**src/rtl/ecw_pkg.sv**
```systemverilog
// Shared constants and types for the Euler circuit walker.
// Holds sizes, request codes and the controller/datapath command and status structs.
// No dependencies.
`default_nettype none

package ecw_pkg;

    // Sizes
    localparam int MAX_VERTICES = 8;
    localparam int STACK_DEPTH  = 29;
    localparam int RESULT_LIMIT = 29;
    localparam int VTX_W        = 3;
    localparam int ROWBITS_W    = 8;
    localparam int ROW_W        = MAX_VERTICES;
    localparam int VCNT_W       = 4;
    localparam int VCNT_RESET   = 8;
    localparam int CNT_W        = $clog2(STACK_DEPTH + 1);
    localparam int SADDR_W      = $clog2(STACK_DEPTH);
    localparam int TAKEN_W      = $clog2(RESULT_LIMIT);

    // Request codes
    localparam logic REQ_LOAD = 1'b0;
    localparam logic REQ_WALK = 1'b1;

    // Controller to datapath
    typedef struct packed {
        logic load_row;
        logic walk_init;
        logic pop;
        logic load_u;
        logic take_edge;
        logic emit;
    } t_dp_cmd;

    // Datapath to controller
    typedef struct packed {
        logic stack_empty;
        logic edge_ok;
        logic out_free;
    } t_dp_stat;

endpackage

`default_nettype wire

```
**src/rtl/ecw_in_if.sv**
```systemverilog
// Request channel of the Euler circuit walker: valid/ready plus request payload.
// Depends on ecw_pkg.
`default_nettype none

interface ecw_in_if import ecw_pkg::*; ();
    logic                 valid;
    logic                 ready;
    logic                 req_type;
    logic [VTX_W-1:0]     row_index;
    logic [ROWBITS_W-1:0] row_bits;
    logic [VTX_W-1:0]     start_vertex;

    modport source (output valid, req_type, row_index, row_bits, start_vertex, input ready);
    modport sink   (input valid, req_type, row_index, row_bits, start_vertex, output ready);
endinterface

`default_nettype wire

```
**src/rtl/ecw_out_if.sv**
```systemverilog
// Result channel of the Euler circuit walker: valid/ready plus emitted vertex.
// Depends on ecw_pkg.
`default_nettype none

interface ecw_out_if import ecw_pkg::*; ();
    logic             valid;
    logic             ready;
    logic [VTX_W-1:0] vertex_out;
    logic             last_vertex;

    modport source (output valid, vertex_out, last_vertex, input ready);
    modport sink   (input valid, vertex_out, last_vertex, output ready);
endinterface

`default_nettype wire

```
**src/rtl/ecw_ram.sv**
```systemverilog
// Generic single-write, single-read RAM with registered read data.
// No dependencies.
`default_nettype none

module ecw_ram #(
    parameter int WIDTH = 8,
    parameter int DEPTH = 16
) (
    input  wire logic                     i_clk,
    input  wire logic                     i_we,
    input  wire logic [$clog2(DEPTH)-1:0] i_waddr,
    input  wire logic [WIDTH-1:0]         i_wdata,
    input  wire logic [$clog2(DEPTH)-1:0] i_raddr,
    output logic      [WIDTH-1:0]         o_rdata
);

    logic [WIDTH-1:0] r_mem [DEPTH];
    logic [WIDTH-1:0] r_rdata;

    // Write port and registered read port
    always_ff @(posedge i_clk) begin
        if (i_we) begin
            r_mem[i_waddr] <= i_wdata;
        end
        r_rdata <= r_mem[i_raddr];
    end

    assign o_rdata = r_rdata;

endmodule

`default_nettype wire

```
**src/rtl/ecw_dp.sv**
```systemverilog
// Datapath of the Euler circuit walker: adjacency rows, vertex stack, edge picker
// and result register. Depends on ecw_pkg and ecw_ram.
`default_nettype none

module ecw_dp import ecw_pkg::*; (
    input  wire logic                 i_clk,
    input  wire logic                 i_rst_n,
    input  wire logic                 i_cfg_we,
    input  wire logic [VCNT_W-1:0]    i_cfg_wdata,
    input  wire t_dp_cmd              i_cmd,
    output t_dp_stat                  o_stat,
    input  wire logic [VTX_W-1:0]     i_row_index,
    input  wire logic [ROWBITS_W-1:0] i_row_bits,
    input  wire logic [VTX_W-1:0]     i_start_vertex,
    input  wire logic                 i_out_ready,
    output logic                      o_out_valid,
    output logic      [VTX_W-1:0]     o_vertex_out,
    output logic                      o_last_vertex
);

    logic [ROW_W-1:0]   r_rows [MAX_VERTICES];
    logic [VCNT_W-1:0]  r_vcnt;
    logic [CNT_W-1:0]   r_count;
    logic [TAKEN_W-1:0] r_taken;
    logic [VTX_W-1:0]   r_u;
    logic               r_out_valid;
    logic [VTX_W-1:0]   r_out_vertex;
    logic               r_out_last;

    logic [ROW_W-1:0]   col_mask;
    logic [ROW_W-1:0]   row_sel;
    logic [ROW_W-1:0]   cand;
    logic [VTX_W-1:0]   v_sel;
    logic               has_edge;
    logic [ROW_W-1:0]   clr [MAX_VERTICES];
    logic [CNT_W-1:0]   cnt_dec;
    logic               stk_we;
    logic [SADDR_W-1:0] stk_waddr;
    logic [VTX_W-1:0]   stk_wdata;
    logic [VTX_W-1:0]   stk_rdata;

    // Columns below the vertex count take part in the scan
    always_comb begin
        for (int c = 0; c < MAX_VERTICES; c++) begin
            col_mask[c] = (VCNT_W'(c) < r_vcnt);
        end
    end

    // Row of the current vertex; lowest set column wins
    always_comb begin
        row_sel = '0;
        for (int r = 0; r < MAX_VERTICES; r++) begin
            if (VTX_W'(r) == r_u) begin
                row_sel = r_rows[r];
            end
        end
        cand     = row_sel & col_mask;
        has_edge = |cand;
        v_sel    = '0;
        for (int c = MAX_VERTICES - 1; c >= 0; c--) begin
            if (cand[c]) begin
                v_sel = VTX_W'(c);
            end
        end
    end

    // Bits cleared when edge (u,v) is taken: (u,v) and (v,u)
    always_comb begin
        for (int r = 0; r < MAX_VERTICES; r++) begin
            for (int c = 0; c < MAX_VERTICES; c++) begin
                clr[r][c] = ((VTX_W'(r) == r_u) && (VTX_W'(c) == v_sel)) ||
                            ((VTX_W'(r) == v_sel) && (VTX_W'(c) == r_u));
            end
        end
    end

    // Status back to the controller
    always_comb begin
        o_stat.stack_empty = (r_count == '0);
        o_stat.edge_ok     = has_edge && (r_count < CNT_W'(STACK_DEPTH)) &&
                             (r_taken < TAKEN_W'(RESULT_LIMIT - 1));
        o_stat.out_free    = !r_out_valid || i_out_ready;
    end

    // Stack access: start vertex at the bottom on init, u pushed on each edge
    assign cnt_dec   = r_count - CNT_W'(1);
    assign stk_we    = i_cmd.walk_init || i_cmd.take_edge;
    assign stk_waddr = i_cmd.walk_init ? '0 : r_count[SADDR_W-1:0];
    assign stk_wdata = i_cmd.walk_init ? i_start_vertex : r_u;

    ecw_ram #(
        .WIDTH (VTX_W),
        .DEPTH (STACK_DEPTH)
    ) u_stack (
        .i_clk   (i_clk),
        .i_we    (stk_we),
        .i_waddr (stk_waddr),
        .i_wdata (stk_wdata),
        .i_raddr (cnt_dec[SADDR_W-1:0]),
        .o_rdata (stk_rdata)
    );

    // Control state: matrix, count register, stack count, edge budget, result valid
    always_ff @(posedge i_clk) begin
        if (!i_rst_n) begin
            for (int r = 0; r < MAX_VERTICES; r++) begin
                r_rows[r] <= '0;
            end
            r_vcnt      <= VCNT_W'(VCNT_RESET);
            r_count     <= '0;
            r_taken     <= '0;
            r_out_valid <= 1'b0;
        end else begin
            if (i_cfg_we) begin
                r_vcnt <= i_cfg_wdata;
            end
            for (int r = 0; r < MAX_VERTICES; r++) begin
                if (i_cmd.load_row && (VTX_W'(r) == i_row_index)) begin
                    r_rows[r] <= ROW_W'(i_row_bits);
                end else if (i_cmd.take_edge) begin
                    r_rows[r] <= r_rows[r] & ~clr[r];
                end
            end
            if (i_cmd.walk_init) begin
                r_count <= CNT_W'(1);
                r_taken <= '0;
            end else if (i_cmd.pop) begin
                r_count <= cnt_dec;
            end else if (i_cmd.take_edge) begin
                r_count <= r_count + CNT_W'(1);
                r_taken <= r_taken + TAKEN_W'(1);
            end
            if (i_cmd.emit) begin
                r_out_valid <= 1'b1;
            end else if (i_out_ready) begin
                r_out_valid <= 1'b0;
            end
        end
    end

    // Payload: current vertex and result fields
    always_ff @(posedge i_clk) begin
        if (i_cmd.load_u) begin
            r_u <= stk_rdata;
        end else if (i_cmd.take_edge) begin
            r_u <= v_sel;
        end
        if (i_cmd.emit) begin
            r_out_vertex <= r_u;
            r_out_last   <= (r_count == '0);
        end
    end

    assign o_out_valid   = r_out_valid;
    assign o_vertex_out  = r_out_vertex;
    assign o_last_vertex = r_out_last;

    // Checks
    a_push_room: assert property (@(posedge i_clk) disable iff (!i_rst_n)
        i_cmd.take_edge |-> (r_count < CNT_W'(STACK_DEPTH)))
        else $error("edge taken with a full stack");

    a_no_overwrite: assert property (@(posedge i_clk) disable iff (!i_rst_n)
        i_cmd.emit |-> (!r_out_valid || i_out_ready))
        else $error("result register overwritten while held");

    a_budget: assert property (@(posedge i_clk) disable iff (!i_rst_n)
        r_taken < TAKEN_W'(RESULT_LIMIT))
        else $error("edge budget exceeded");

    a_pop_nonempty: assert property (@(posedge i_clk) disable iff (!i_rst_n)
        i_cmd.pop |-> (r_count != '0))
        else $error("pop from an empty stack");

endmodule

`default_nettype wire

```
**src/rtl/ecw_ctrl.sv**
```systemverilog
// Controller of the Euler circuit walker: sequences loads, pops, scans and emits.
// Depends on ecw_pkg.
`default_nettype none

module ecw_ctrl import ecw_pkg::*; (
    input  wire logic     i_clk,
    input  wire logic     i_rst_n,
    input  wire logic     i_req_valid,
    input  wire logic     i_req_type,
    input  wire t_dp_stat i_stat,
    output logic          o_req_ready,
    output t_dp_cmd       o_cmd
);

    typedef enum logic [1:0] {
        S_IDLE,
        S_POP,
        S_READ,
        S_SCAN
    } t_state;

    t_state r_state;
    t_state n_state;

    // Next state and commands
    always_comb begin
        n_state     = r_state;
        o_cmd       = '0;
        o_req_ready = (r_state == S_IDLE);
        case (r_state)
            S_IDLE: begin
                if (i_req_valid) begin
                    if (i_req_type == REQ_WALK) begin
                        o_cmd.walk_init = 1'b1;
                        n_state         = S_POP;
                    end else begin
                        o_cmd.load_row = 1'b1;
                    end
                end
            end
            S_POP: begin
                if (i_stat.stack_empty) begin
                    n_state = S_IDLE;
                end else begin
                    o_cmd.pop = 1'b1;
                    n_state   = S_READ;
                end
            end
            S_READ: begin
                o_cmd.load_u = 1'b1;
                n_state      = S_SCAN;
            end
            S_SCAN: begin
                if (i_stat.edge_ok) begin
                    o_cmd.take_edge = 1'b1;
                end else if (i_stat.out_free) begin
                    o_cmd.emit = 1'b1;
                    n_state    = S_POP;
                end
            end
            default: begin
                n_state = S_IDLE;
            end
        endcase
    end

    // State register
    always_ff @(posedge i_clk) begin
        if (!i_rst_n) begin
            r_state <= S_IDLE;
        end else begin
            r_state <= n_state;
        end
    end

endmodule

`default_nettype wire

```
**src/rtl/euler_circuit_walker_core.sv**
```systemverilog
// Euler circuit walker: a load item writes one adjacency row and gives no result.
// A walk item pops vertices off a stack: each popped vertex passes the pop, stack RAM
// read and scan states, and every edge taken is a further step in the scan state.
// The first result is emitted once the path from the start vertex runs out of edges, stack room or edge budget.
// One item at a time; the last result may wait in the output register while the next
// transaction is taken. Synchronous active-low reset clears matrix, count (to 8), state.
`default_nettype none

module euler_circuit_walker_core import ecw_pkg::*; (
    input  wire logic          i_clk,
    input  wire logic          i_rst_n,
    input  wire logic          i_cfg_we,
    input  wire logic [VCNT_W-1:0] i_cfg_wdata,
    ecw_in_if.sink             i_req,
    ecw_out_if.source          o_rsp
);

    t_dp_cmd  cmd;
    t_dp_stat stat;
    logic     req_ready;

    ecw_ctrl u_ctrl (
        .i_clk       (i_clk),
        .i_rst_n     (i_rst_n),
        .i_req_valid (i_req.valid),
        .i_req_type  (i_req.req_type),
        .i_stat      (stat),
        .o_req_ready (req_ready),
        .o_cmd       (cmd)
    );

    ecw_dp u_dp (
        .i_clk          (i_clk),
        .i_rst_n        (i_rst_n),
        .i_cfg_we       (i_cfg_we),
        .i_cfg_wdata    (i_cfg_wdata),
        .i_cmd          (cmd),
        .o_stat         (stat),
        .i_row_index    (i_req.row_index),
        .i_row_bits     (i_req.row_bits),
        .i_start_vertex (i_req.start_vertex),
        .i_out_ready    (o_rsp.ready),
        .o_out_valid    (o_rsp.valid),
        .o_vertex_out   (o_rsp.vertex_out),
        .o_last_vertex  (o_rsp.last_vertex)
    );

    assign i_req.ready = req_ready;

endmodule

`default_nettype wire

```
**src/flat_wrapper.sv**
```systemverilog
// flat-port wrapper written by rule: the top's interface ports become plain ports
module euler_circuit_walker_core_flat import ecw_pkg::*;
  (i_clk, i_rst_n, i_cfg_we, i_cfg_wdata, i_req_valid, i_req_req_type, i_req_row_index, i_req_row_bits, i_req_start_vertex, i_req_ready, o_rsp_valid, o_rsp_vertex_out, o_rsp_last_vertex, o_rsp_ready);
  ecw_in_if i_req_i ();
  ecw_out_if o_rsp_i ();
  input  wire logic i_clk;
  input  wire logic i_rst_n;
  input  wire logic i_cfg_we;
  input  wire logic [VCNT_W-1:0] i_cfg_wdata;
  input wire logic [$bits(i_req_i.valid)-1:0] i_req_valid;
  input wire logic [$bits(i_req_i.req_type)-1:0] i_req_req_type;
  input wire logic [$bits(i_req_i.row_index)-1:0] i_req_row_index;
  input wire logic [$bits(i_req_i.row_bits)-1:0] i_req_row_bits;
  input wire logic [$bits(i_req_i.start_vertex)-1:0] i_req_start_vertex;
  output wire logic [$bits(i_req_i.ready)-1:0] i_req_ready;
  output wire logic [$bits(o_rsp_i.valid)-1:0] o_rsp_valid;
  output wire logic [$bits(o_rsp_i.vertex_out)-1:0] o_rsp_vertex_out;
  output wire logic [$bits(o_rsp_i.last_vertex)-1:0] o_rsp_last_vertex;
  input wire logic [$bits(o_rsp_i.ready)-1:0] o_rsp_ready;
  assign i_req_i.valid = i_req_valid;
  assign i_req_i.req_type = i_req_req_type;
  assign i_req_i.row_index = i_req_row_index;
  assign i_req_i.row_bits = i_req_row_bits;
  assign i_req_i.start_vertex = i_req_start_vertex;
  assign i_req_ready = i_req_i.ready;
  assign o_rsp_valid = o_rsp_i.valid;
  assign o_rsp_vertex_out = o_rsp_i.vertex_out;
  assign o_rsp_last_vertex = o_rsp_i.last_vertex;
  assign o_rsp_i.ready = o_rsp_ready;
  euler_circuit_walker_core u_core (.i_clk(i_clk), .i_rst_n(i_rst_n), .i_cfg_we(i_cfg_we), .i_cfg_wdata(i_cfg_wdata), .i_req(i_req_i), .o_rsp(o_rsp_i));
endmodule
```
**config.mk**
```make
export PLATFORM = sky130hd
export DESIGN_NAME = euler_circuit_walker_core_flat
export DESIGN_NICKNAME = d
export VERILOG_FILES = /design/src/rtl/ecw_pkg.sv /design/src/rtl/ecw_in_if.sv /design/src/rtl/ecw_out_if.sv /design/src/rtl/ecw_ram.sv /design/src/rtl/ecw_dp.sv /design/src/rtl/ecw_ctrl.sv /design/src/rtl/euler_circuit_walker_core.sv /design/src/flat_wrapper.sv
export SDC_FILE = /design/constraint.sdc
export NUM_CORES = 1
export LEC_CHECK = 0
export CORE_MARGIN = 1
export CORE_UTILIZATION = 35
export CTS_CLUSTER_SIZE = 10
export DETAILED_ROUTE_END_ITERATION = 7
export DONT_BUFFER_PORTS = 1
export PLACE_DENSITY = 0.51
export SYNTH_ARGS = -nofsm -noshare
export SYNTH_HDL_FRONTEND = slang
export SYNTH_SLANG_ARGS = --single-unit
```
**constraint.sdc**
```tcl
create_clock -name i_clk -period 7.5 [get_ports i_clk]
set_input_delay 0.375 -clock i_clk [delete_from_list [all_inputs] [get_ports i_clk]]
set_output_delay 0.375 -clock i_clk [all_outputs]
set_load 0.005 [all_outputs]
```
==> flow_summary.toml <==
[synthesis]
syn-mean-instance-area_um2 = 11.63
post_synth_inst_count = 806
yosys_top_cell_area_share_pct = 50.61
synthesis.yosys.warnings = 0
synth_enable_flop_cells = 158
asyncSetResetFlopFracSynth_pct = 0
synth_common_cells = "sky130_fd_sc_hd__edfxtp_1, sky130_fd_sc_hd__nand2_1, sky130_fd_sc_hd__nor2_1"
synth.area.top_cells = "sky130_fd_sc_hd__edfxtp_1, sky130_fd_sc_hd__mux4_2, sky130_fd_sc_hd__dfxtp_1"
seq_area_frac_synth_pct = 54.88
synth_cell_type_count = 82
seq_cells_post_synth = 178
synth.cell_area_um2 = 9375
yosys_most_used_dff = "sky130_fd_sc_hd__edfxtp_1"
synthMostInstantiatedCell = "sky130_fd_sc_hd__edfxtp_1"
synth.net_count = 837
synth.largest_area_cell = "sky130_fd_sc_hd__edfxtp_1"

[grt]
global_route.usage.total_pct = 21.45
grt_first_pass_wirelength_um = 44340
grt_pass1_vias = 6889
remaining_global_route_overflow = 0
antenna_found_initial = 0
grt_start_max_net_pins = 32

[floorplan]
width_of_the_die_um = 165.7
num_io_pins = 30
die_area_um2 = 27440
coreArea_um2 = 26130
chipHeight_um = 165.7
initial_core_util_pct = 35.88
rows = 59

[min_path]
worst_hold_startpoint = "i_cfg_wdata[3]"
hold_class = "input port to flop"
whs_path_depth = 2
whs_endpoint = "u_core.u_dp.r_vcnt[3]"

[clocking]
postCtsSetupRepairBufs = 0
clock_sinks = 178
htree_num_levels = 4
ctsRootBufferMaster = "sky130_fd_sc_hd__clkbuf_16"
cts.path.max_buffers = 2
cts.clk_slew.worst_paths_ns = 0.07
clock_insertion_delay_worst_skew_ns = 0.44
clock_tree_from_tritoncts = "yes"
postCtsResizedCells = 0
tritoncts.num_buffers = 17

[setup_path]
worst_path_largest_cell_delay_ns = 0.77
timing.critical_path.buf_inv = 1
critical_path.reg2reg.startpoint = "u_core.u_dp.r_u[0]"
timing_worst_setup_path_type = "flop to flop"
timing.critical_path.max_delay_family = "simple AND/OR/NAND/NOR gates"
cp.arrival_ns = 4.99
cp.required_ns = 7.58
worst-r2r-cell-count = 9
reg2reg_to = "u_core.u_dp.u_stack.r_mem[14][2]"
path_cells = "buf_4, nand2b_1, o22a_1, a211oi_4, a21o_1, o41ai_4, nor2_2, nand4_1, nor3_1"
slowest_cell_on_the_critical_path = "sky130_fd_sc_hd__edfxtp_1"
reg2reg_setup_slack_ns = 2.59
critical_path_source_type = "flop"
worst-path-max-fanout = 29
end_kind = "flop"

[layout]
layout.area.seq_um2 = 5146
stdcell_count = 1130
area_delta_synth_final_pct = 9.302
multiInputGateArea_um2 = 3909
filler_cells = 2542
diodes = 0
final_net_count = 813
final_layout_size_suffix_gt1_share_pct = 12.83
final_util_pct = 39.21

[power]
ir_worst_vdd_mv = 0.1728
power_density_nw_per_um2 = 236.1
power_w = 0.002419
p_leak_nw = 3.242

[timing]
finalSetupViolations = 0
layout_worst_path_cycle_share_pct = 65.48
finalCriticalPeriod_ns = 4.911
pnr_worst_setup_slack_ns = 2.589
fin_worst_skew_ns = 0.01648
final_max_slew_viol_count = 0
finalSetupTns_ns = 0
maxClockFrequency_mhz = 203.6
finalHoldViolations = 0
maxSlewHeadroom_pct = 25.12
rsz0062_at_grt = "false"
worst_tran_pin_value_ns = 1.115

[placed_design]
dp.final_hpwl_um = 20610
pre_cts_slack_ns = 2.715
port-buffer-count = 0
globalplace.congestion = 0.9823
dp.cells = 1097

[route]
post_drt_via_cell_ratio = 6.135
postRouteWirelength_um = 28670
drt-pass1-iter-count = 8
drt-initial-drc-count = 622
vias = 6933
wire_per_inst_um = 25.37
route.detailed.drc = 2
ant_nets = 0

[outcome]
status = "finished, violations left"
failed_checks = "DRC"

[flow_run]
max_cap_violations = 0
worst register-to-register path, stage by stage (launching register included):
cell and delay, ns:
sky130_fd_sc_hd__edfxtp_1 0.77, sky130_fd_sc_hd__buf_4 0.41, sky130_fd_sc_hd__nand2b_1 0.28, sky130_fd_sc_hd__o22a_1 0.32, sky130_fd_sc_hd__a211oi_4 0.39, sky130_fd_sc_hd__a21o_1 0.39, sky130_fd_sc_hd__o41ai_4 0.23, sky130_fd_sc_hd__nor2_2 0.67
sky130_fd_sc_hd__nand4_1 0.54, sky130_fd_sc_hd__nor3_1 0.56
cells in the final DEF, fill, tap and decap left out, types with 7 or more instances in the layout:
cell type                   count
sky130_fd_sc_hd__a31oi_1        7
sky130_fd_sc_hd__mux2_2        11
sky130_fd_sc_hd__dfxtp_1       19
sky130_fd_sc_hd__edfxtp_1     158
sky130_fd_sc_hd__nand3_1       44
sky130_fd_sc_hd__nor4_1         9
sky130_fd_sc_hd__o22ai_1       40
sky130_fd_sc_hd__inv_1         16
sky130_fd_sc_hd__nand4_1       12
sky130_fd_sc_hd__ha_1           7
sky130_fd_sc_hd__nor2b_1        7
sky130_fd_sc_hd__nand2_1       89
sky130_fd_sc_hd__mux4_2        27
sky130_fd_sc_hd__o21ai_1        9
sky130_fd_sc_hd__o32ai_1       13
sky130_fd_sc_hd__clkbuf_16     17
sky130_fd_sc_hd__nand2b_1      12
sky130_fd_sc_hd__nor2_1        75
sky130_fd_sc_hd__nor3_1        15
sky130_fd_sc_hd__buf_4          8
sky130_fd_sc_hd__a21oi_1       26
sky130_fd_sc_hd__mux2i_1       20
sky130_fd_sc_hd__a211oi_1       7
sky130_fd_sc_hd__o21ai_0       12
area by class of cell:
cell class / instances / area share (%)
flip-flops and latches: 178 / 50.22
multi-input cells: 559 / 38.14
clock buffers: 17 / 4.151
well taps: 335 / 4.090
clock inverters: 15 / 2.088
repair buffers: 9 / 0.6838
inverters: 17 / 0.6227
state kept, by name, indices dropped and copies added, names as in the netlist:
signal and cells:
u_core.u_dp.r_vcnt 4, u_core.u_dp.o_vertex_out 3, u_core.u_dp.r_taken 5, u_core.u_dp.o_out_valid 1
u_core.u_dp.r_rows 64, u_core.u_dp.r_u 3, u_core.u_dp.o_last_vertex 1, u_core.u_ctrl.r_state 2
u_core.u_dp.u_stack.o_rdata 3, u_core.u_dp.u_stack.r_mem 87, u_core.u_dp.r_count 5
where the power goes:
| group | internal (W) | leakage, nW | switching (W) |
|---|---|---|---|
| registers | 0.00112 | 1.67 | 0.0000403 |
| logic | 0.000129 | 1.26 | 0.000176 |
| clock network | 0.000469 | 0.307 | 0.000488 |
| total | 0.00171 | 3.24 | 0.000705 |
cells by family after synthesis:
kind of cell / Yosys count / synth area share (%)
flops: 178 / 54.88
buf+inv: 69 / 3.550
compound gates: 190 / 14.79
mux: 59 / 10.06
fa+ha+maj: 7 / 0.9342
simple gates: 295 / 15.04
xor+xnor: 8 / 0.7474
per-stage QoR:
stage | hold WS, ns | area [um2]
after floorplan | 0.4577 | 9375
after global placement | 0.4461 | 9598
after detailed placement | 0.4498 | 9598
after CTS | 0.06802 | 10250
after global routing | 0.08377 | 10250
final | 0.08335 | 10250
how the worst max path moves through the flow:
stage	startpoint	to	slack, ns	cells past startpoint
2_1_floorplan	u_core.u_dp.r_u[1]	u_core.u_dp.u_stack.r_mem[25][0]	4.56	11
3_3_place_gp	u_core.u_dp.r_u[0]	u_core.u_dp.u_stack.r_mem[25][0]	2.83	9
3_5_place_dp	u_core.u_dp.r_u[0]	u_core.u_dp.u_stack.r_mem[14][2]	2.71	9
4_1_cts	u_core.u_dp.r_u[0]	u_core.u_dp.u_stack.r_mem[14][2]	2.68	9
5_1_grt	u_core.u_dp.r_u[0]	u_core.u_dp.u_stack.r_mem[25][0]	2.29	9
6_report	u_core.u_dp.r_u[0]	u_core.u_dp.u_stack.r_mem[14][2]	2.59	9
metal layers:
layer | GRT usage [%] | share of wire [%] | vias to the layer above | wire length (um)
met3 | 3.943 | 7.1 | 43 | 2045
met1 | 30.10 | 44 | 3421 | 12740
met5 | 0 | 0 | - | 0
met2 | 33.59 | 46 | 348 | 13220
li1 | - | - | 3121 | -
met4 | 6.867 | 2.3 | 0 | 671
timing repair:
action,CTS,global route
endpoints found under the hold margin,1,0
endpoints found under the setup margin,0,0
hold buffers,1,0
Note: power is estimated with default switching activity, not from simulation.
